$ cat src/rtl/core/assert_macros.svh
// Assertion macros shared by the sorter RTL.
// Depends on nothing; included by files that carry concurrent checks.
`ifndef ASSERT_MACROS_SVH
`define ASSERT_MACROS_SVH

// Same-cycle implication, disabled during reset.
`define ASSERT_IMPLIES(label, clk, rst_n, ante, cons) \
    label: assert property (@(posedge clk) disable iff (!rst_n) (ante) |-> (cons)) \
        else $error("sorter check failed");

// Next-cycle implication, disabled during reset.
`define ASSERT_NEXT(label, clk, rst_n, ante, cons) \
    label: assert property (@(posedge clk) disable iff (!rst_n) (ante) |=> (cons)) \
        else $error("sorter check failed");

`endif

$ cat src/rtl/core/ist_pkg.sv
// Package for the insertion sorter: sizes, transaction payload types and
// the link struct passed between neighbouring cells. No dependencies.
package ist_pkg;

    localparam int CAPACITY = 32;
    localparam int CNT_W    = $clog2(CAPACITY + 1);

    typedef logic signed [31:0] t_value;
    typedef logic [CNT_W-1:0]   t_count;

    typedef struct packed {
        t_value item_value;
        logic   final_item;
    } t_in_item;

    typedef struct packed {
        t_value sorted_value;
        logic   run_end;
        logic   dropped;
    } t_out_item;

    // what a cell shows its neighbours
    typedef struct packed {
        logic   valid;
        logic   gt;
        t_value value;
    } t_cell_link;

    typedef struct packed {
        logic ins;
        logic shift;
    } t_cell_ctl;

    // empty cell 0 must take the new value: its left side acts as occupied
    localparam t_cell_link LEFT_EDGE  = '{valid: 1'b1, gt: 1'b0, value: '0};
    localparam t_cell_link RIGHT_EDGE = '{valid: 1'b0, gt: 1'b0, value: '0};

endpackage

$ cat src/rtl/core/ist_cell.sv
// One cell of the insertion chain: holds a single value and its valid bit.
// Depends on ist_pkg.
module ist_cell (
    input  logic               i_clk,
    input  logic               i_rst_n,
    input  ist_pkg::t_cell_ctl  i_ctl,
    input  ist_pkg::t_value     i_item,
    input  ist_pkg::t_cell_link i_left,
    input  ist_pkg::t_cell_link i_right,
    output ist_pkg::t_cell_link o_link
);

    logic            r_valid;
    ist_pkg::t_value r_val;
    logic            n_valid;
    ist_pkg::t_value n_val;
    logic            w_gt;

    assign w_gt = r_valid && (r_val > i_item);

    always_comb begin
        n_valid = r_valid;
        n_val   = r_val;
        if (i_ctl.shift) begin
            n_valid = i_right.valid;
            n_val   = i_right.value;
        end else if (i_ctl.ins) begin
            if (i_left.gt) begin
                n_valid = 1'b1;
                n_val   = i_left.value;
            end else if (w_gt || (!r_valid && i_left.valid)) begin
                n_valid = 1'b1;
                n_val   = i_item;
            end
        end
    end

    always_ff @(posedge i_clk) begin
        if (!i_rst_n) begin
            r_valid <= 1'b0;
        end else begin
            r_valid <= n_valid;
        end
    end

    always_ff @(posedge i_clk) begin
        r_val <= n_val;
    end

    assign o_link = '{valid: r_valid, gt: w_gt, value: r_val};

endmodule

$ cat src/rtl/core/insertion_sort_integers.sv
// Insertion sorter top level: chain of ist_cell instances plus unload control.
// Depends on ist_pkg, ist_cell and assert_macros.svh.
//
// Input channel (i_in_valid / o_in_stall / i_in_data) takes one signed
// element per transaction; final_item closes the batch. While loading, one
// element is accepted every cycle: each cell compares itself with the new
// value and the chain shifts right by one from the insertion point.
// After the final transaction the chain unloads from cell 0 into the output
// register, one result per cycle unless stalled, ascending, run_end on the last
// and dropped on all if more than CAPACITY elements came in (extras are discarded).
// The first result reaches the output register after the final transaction
// has set r_drain; o_in_stall is high while the held elements unload.
// The next batch may start while the last result still waits.
// If i_out_stall is high while a result is held, the output register holds and the unload pauses.
// Synchronous active-low reset empties the chain and drops any batch.
`include "assert_macros.svh"

module insertion_sort_integers (
    input  logic               i_clk,
    input  logic               i_rst_n,
    input  logic               i_in_valid,
    output logic               o_in_stall,
    input  ist_pkg::t_in_item  i_in_data,
    output logic               o_out_valid,
    input  logic               i_out_stall,
    output ist_pkg::t_out_item o_out_data
);

    ist_pkg::t_cell_link w_link [ist_pkg::CAPACITY];
    ist_pkg::t_cell_ctl  w_ctl;

    logic               r_drain;
    logic               r_ovf;
    ist_pkg::t_count    r_count;
    logic               r_out_valid;
    ist_pkg::t_out_item r_out_data;

    logic w_in_acc;
    logic w_full;
    logic w_load;
    logic w_last;

    assign w_in_acc  = i_in_valid && !r_drain;
    assign w_full    = r_count == ist_pkg::CNT_W'(ist_pkg::CAPACITY);
    assign w_load    = r_drain && (!r_out_valid || !i_out_stall);
    assign w_last    = r_count == ist_pkg::CNT_W'(1);
    assign w_ctl.ins   = w_in_acc && !w_full;
    assign w_ctl.shift = w_load;

    for (genvar g = 0; g < ist_pkg::CAPACITY; g++) begin : g_cell
        ist_pkg::t_cell_link w_left;
        ist_pkg::t_cell_link w_right;
        if (g == 0) begin : g_first
            assign w_left = ist_pkg::LEFT_EDGE;
        end else begin : g_mid_l
            assign w_left = w_link[g-1];
        end
        if (g == ist_pkg::CAPACITY - 1) begin : g_last
            assign w_right = ist_pkg::RIGHT_EDGE;
        end else begin : g_mid_r
            assign w_right = w_link[g+1];
        end
        ist_cell u_cell (
            .i_clk   (i_clk),
            .i_rst_n (i_rst_n),
            .i_ctl   (w_ctl),
            .i_item  (i_in_data.item_value),
            .i_left  (w_left),
            .i_right (w_right),
            .o_link  (w_link[g])
        );
    end

    always_ff @(posedge i_clk) begin
        if (!i_rst_n) begin
            r_drain     <= 1'b0;
            r_ovf       <= 1'b0;
            r_count     <= '0;
            r_out_valid <= 1'b0;
        end else begin
            if (w_in_acc) begin
                if (w_full) begin
                    r_ovf <= 1'b1;
                end else begin
                    r_count <= r_count + ist_pkg::CNT_W'(1);
                end
                if (i_in_data.final_item) begin
                    r_drain <= 1'b1;
                end
            end
            if (w_load) begin
                r_out_valid <= 1'b1;
                r_count     <= r_count - ist_pkg::CNT_W'(1);
                if (w_last) begin
                    r_drain <= 1'b0;
                    r_ovf   <= 1'b0;
                end
            end else if (r_out_valid && !i_out_stall) begin
                r_out_valid <= 1'b0;
            end
        end
    end

    always_ff @(posedge i_clk) begin
        if (w_load) begin
            r_out_data <= '{sorted_value: w_link[0].value, run_end: w_last, dropped: r_ovf};
        end
    end

    assign o_in_stall  = r_drain;
    assign o_out_valid = r_out_valid;
    assign o_out_data  = r_out_data;

    `ASSERT_IMPLIES(a_count_range, i_clk, i_rst_n, 1'b1,
        r_count <= ist_pkg::CNT_W'(ist_pkg::CAPACITY))
    `ASSERT_IMPLIES(a_full_tail, i_clk, i_rst_n, 1'b1,
        w_link[ist_pkg::CAPACITY-1].valid == w_full)
    `ASSERT_IMPLIES(a_load_head, i_clk, i_rst_n, w_load, w_link[0].valid)
    `ASSERT_NEXT(a_unload_end, i_clk, i_rst_n, w_load && w_last,
        !r_drain && !r_ovf && !w_link[0].valid)

endmodule
$ cat config.mk
export PLATFORM = sky130hd
export DESIGN_NAME = insertion_sort_integers
export DESIGN_NICKNAME = d
export VERILOG_FILES = /design/src/rtl/core/ist_pkg.sv /design/src/rtl/core/ist_cell.sv /design/src/rtl/core/insertion_sort_integers.sv
export VERILOG_INCLUDE_DIRS = /design/src /design/src/rtl/core
export SDC_FILE = /design/constraint.sdc
export NUM_CORES = 2
export LEC_CHECK = 0
export ABC_AREA = 1
export BUFFER_PORTS_ARGS = -buffer_cell sky130_fd_sc_hd__buf_2
export CORE_MARGIN = 5
export CORE_UTILIZATION = 45
export CTS_CLUSTER_SIZE = 8
export DETAILED_ROUTE_END_ITERATION = 12
export PLACE_DENSITY_LB_ADDON = 0.25
export SLEW_MARGIN = 20
export SYNTH_ARGS = -nofsm -noshare
export SYNTH_HDL_FRONTEND = slang
export SYNTH_HIERARCHICAL = 1
export SYNTH_SLANG_ARGS = --single-unit
$ cat constraint.sdc
create_clock -name i_clk -period 15.7 [get_ports i_clk]
set_input_delay 3.925 -clock i_clk [delete_from_list [all_inputs] [get_ports i_clk]]
set_output_delay 3.925 -clock i_clk [all_outputs]
set_load 0.005 [all_outputs]
After elaboration in Yosys (flattened, before gate mapping)
Index checks and enable logic that the tools add are counted.
- register bits: 1099
- input port bits: 37
- output and inout bits: 36
- word-level logic and storage cells: 577
- add/sub/neg operators: 2
- $lt $le $gt $ge: 32
- equality and inequality tests: 3
- muxes and demuxes: 263
- bitwise logic cells: 1
- reduce and logical (&&, ||, !) cells: 205
- operator list (operator ; number):
    $mux 32 ; 125
    $gt 32x32->1 ; 32
    $mux 1 ; 135
    $reduce_bool 3->1 ; 30
    $logic_and 1x1->1 ; 67
    $reduce_and 2->1 ; 33
    $logic_not 1->1 ; 36
    $logic_or 1x1->1 ; 33
    $mux 6 ; 3
    $reduce_bool 2->1 ; 5
    $add 6x1->6 const B ; 1
    $eq 6x1->1 const B ; 1
    $eq 6x6->1 const B ; 1
    $sub 6x1->6 const B ; 1
    $ne 2x1->1 const B ; 1
    $reduce_or 2->1 ; 1
    $not 1->1 ; 1

Longest topological paths before layout
- word-level depth: 7
- gate-level depth with buffers: 25
- depth with buffers taken out: 23

Hierarchy
Netlist, hierarchy kept.
- modules (own cells, without submodules) (module ; times used ; cells each ; area an instance (um^2) ; sequential area each (um^2)):
    ist_cell ; 32 ; 307 ; 2580.0 ; 980.9
    insertion_sort_integers ; 1 ; 122 ; 1616.6 ; 1201.2

Worst setup path before layout
Ideal clock, no wire load.
- kind: input -> register
- start: input port i_out_stall
- end: register g_cell[0].u_cell.r_val[0] (enable)
- setup time: 0.389 ns
- arrival: 8.377 ns
- required time: 15.311 ns
- slack: 6.933 ns
- stages: 6
- path buffers: 1
- cells stage by stage: nand2_1 nand2_1 inv_1 inv_2 clkbuf_1 nand2_1
- RTL lines (element ; RTL line ; text):
    start, declared ; insertion_sort_integers.sv:25 ; input logic i_out_stall,
    end signal, assigned ; ist_cell.sv:47 ; r_val <= n_val;
    end, declared ; ist_cell.sv:14 ; ist_pkg::t_value r_val;

==> impl_metrics.toml <==
[global_routing]
grt_pass1_vias = 70600
use_met3_pct = 3.20
grt_max_degree = 65
antenna_found_initial = 8
grt_usage_pct = 24.2
use_met2_pct = 41.0
grt-busiest-layer = "met2"
met1_usage_pct = 31.5
grt_pass1_wl_um = 384000
globalRouteOverflowTotal = 0

[power_and_ir_drop]
ir_worst_vdd_mv = 0.109
p_leak_nw = 39.0
powerDensity_nw_per_um2 = 113
total_power_mw = 10.3

[setup_path]
timing.rr.end = "g_cell[2].u_cell/r_val[17]"
arrival_ns = 8.39
r2r_setup_slack_ns = 11.37
cp-start-kind = "input port"
crit_path_end_kind = "flop"
cp-startpoint = "i_in_data[10]"
path_max_fanout = 63
worst-setup-path-type = "input port to flop"
rr_worst_depth = 5
r2r_start = "o_in_stall"
crit_end = "g_cell[1].u_cell/r_val[17]"
critical_path_required_ns = 16.16

[sta]
finalSetupTns_ns = 0
fin_crit_ns = 7.94
worstMarginPinSlew_ns = 1.11
rsz0062_at_grt = "false"
post-route-period-util_pct = 50.5
slew_viol_final = 0
max_freq_mhz = 126
setup_ws_ns = 7.76
fin_skew_ns = 0.0223
relSlewSlack_pct = 26.1
hold_violations = 0
finalSetupViolCount = 0

[floorplanning]
fp.dieW_um = 442
fp.dieH_um = 442
dieArea_um2 = 196000
rows = 158
io-pin-count = 73
core_area_um2 = 186000
start_util_pct = 45.3

[route]
totalWireLength_um = 247000
drtAntennaViolNets = 0
wl_per_cell_um = 19.8
dr.pass1.iters = 6
via_per_inst = 5.66
drt_iter0_drc = 5806
drcViolationCount = 0
vias = 70600

[layout]
area.growth.synth_to_final_pct = 8.24
fin_nets = 10900
n_antenna_cell = 0
drive_above_1_share_pct = 6.36
finalCoreUtilization_pct = 49.0
fillCellCount = 17500

[synth]
synth_area_um2 = 84200
synthCells = 9944
avgSynthCellArea_um2 = 8.46
yosysWarnings = 6

[cts]
clkLatencyLatePin_ns = 0.79
root_buffer = "clkbuf_16"
cts_tree = "yes"
cts_num_sinks = 1099
cts_buffer_depth = 3
cts_buffers = 156
cts_htree_levels = 4
clkTransAtPathRegs_ns = 0.05
postCtsSetupRepairBufs = 0
post_cts_resized = 0
cts_hold_buf = 0

[placement]
dp_hpwl_um = 177000
post-place-ws_ns = 7.11
place.gp.congestion = 0.883
io_buffer_count = 72

[run_status]
status = "finished, final reports clean"

[hold_path]
worstHoldPathType = "flop to flop"

[run]
maxCapViolCount = 0
worst max-delay path, stage by stage:
cell	delay [ns]
buf_2	0.72
buf_4	0.39
inv_1	0.09
ha_1	0.31
nand2_1	0.07
nand2_1	0.05
nand3_1	0.07
nand2_1	0.06
a21oi_1	0.14
nand2_1	0.12
nand2_1	0.09
nand3_1	0.08
nand2_1	0.09
nand2_1	0.07
inv_2	0.79
a21oi_1	0.08
nand2_1	0.11
nand2_1	0.07
nand2_1	0.64
buf_4	0.39
cells in the final DEF (no fill, tap or decap), drive strengths merged:
master / n
nand3: 104
clkbuf: 260
a21o: 32
edfxtp: 1058
dfxtp: 41
conb: 67
xnor2: 1
xor2: 1
nor2: 461
a21oi: 680
nand3b: 1
buf: 191
nand4: 64
nand2: 2488
o21ai: 68
clkinv: 25
o211ai: 928
inv: 1464
nor3: 1
ha: 1028
o21a: 1024
routing by layer:
layer | part of all wire (%) | up-vias | wire length, um
li1 | - | 34000 | -
met1 | 43 | 33900 | 107000
met2 | 47 | 2159 | 117000
met3 | 5.7 | 524 | 14200
met4 | 3.7 | 4 | 9130
met5 | 0.0073 | - | 18
power by group:
group	internal [mW]	switching [mW]
clock	1.90	1.32
sequential	3.87	0.454
combinational	1.04	1.71
how the worst min path moves through the flow:
| stage | start | endpoint | slack [ns] | depth (start not counted) |
|---|---|---|---|---|
| floorplan | r_ovf | o_out_data[0] | 0.41 | 0 |
| global placement | r_ovf | o_out_data[0] | 0.43 | 0 |
| detailed placement | r_ovf | o_out_data[0] | 0.44 | 0 |
| CTS | r_ovf | o_out_data[0] | 0.43 | 0 |
| global route | r_ovf | o_out_data[0] | 0.46 | 0 |
| finish | r_ovf | o_out_data[0] | 0.44 | 0 |
layout make-up:
type	instances	area, um^2	area share [%]
repair buffers	191	1260	1.38
clock inverters	8	81.3	0.0893
multi-input cells	6948	44100	48.4
inverters	1481	5570	6.11
flip-flops and latches	1099	32600	35.8
clock buffers	260	4430	4.86
well taps	2480	3100	3.41
sequential cells by signal, indices dropped and copies added, names as in the netlist:
signal / flops
g_cell.u_cell/r_val: 1024
r_count: 6
o_out_data: 34
o_out_valid: 1
r_ovf: 1
o_in_stall: 1
g_cell.u_cell/r_valid: 32
stage by stage:
| stage | hold slack, ns | std cells | area [um^2] |
|---|---|---|---|
| finish | 0.436 | 12500 | 91100 |
| global route | 0.457 | 12500 | 91100 |
| CTS | 0.427 | 12500 | 91100 |
| detailed placement | 0.435 | 12200 | 86600 |
| global placement | 0.433 | 12200 | 86600 |
| floorplan | 0.409 | 10000 | 84400 |
(Power assumes the default switching activity.)
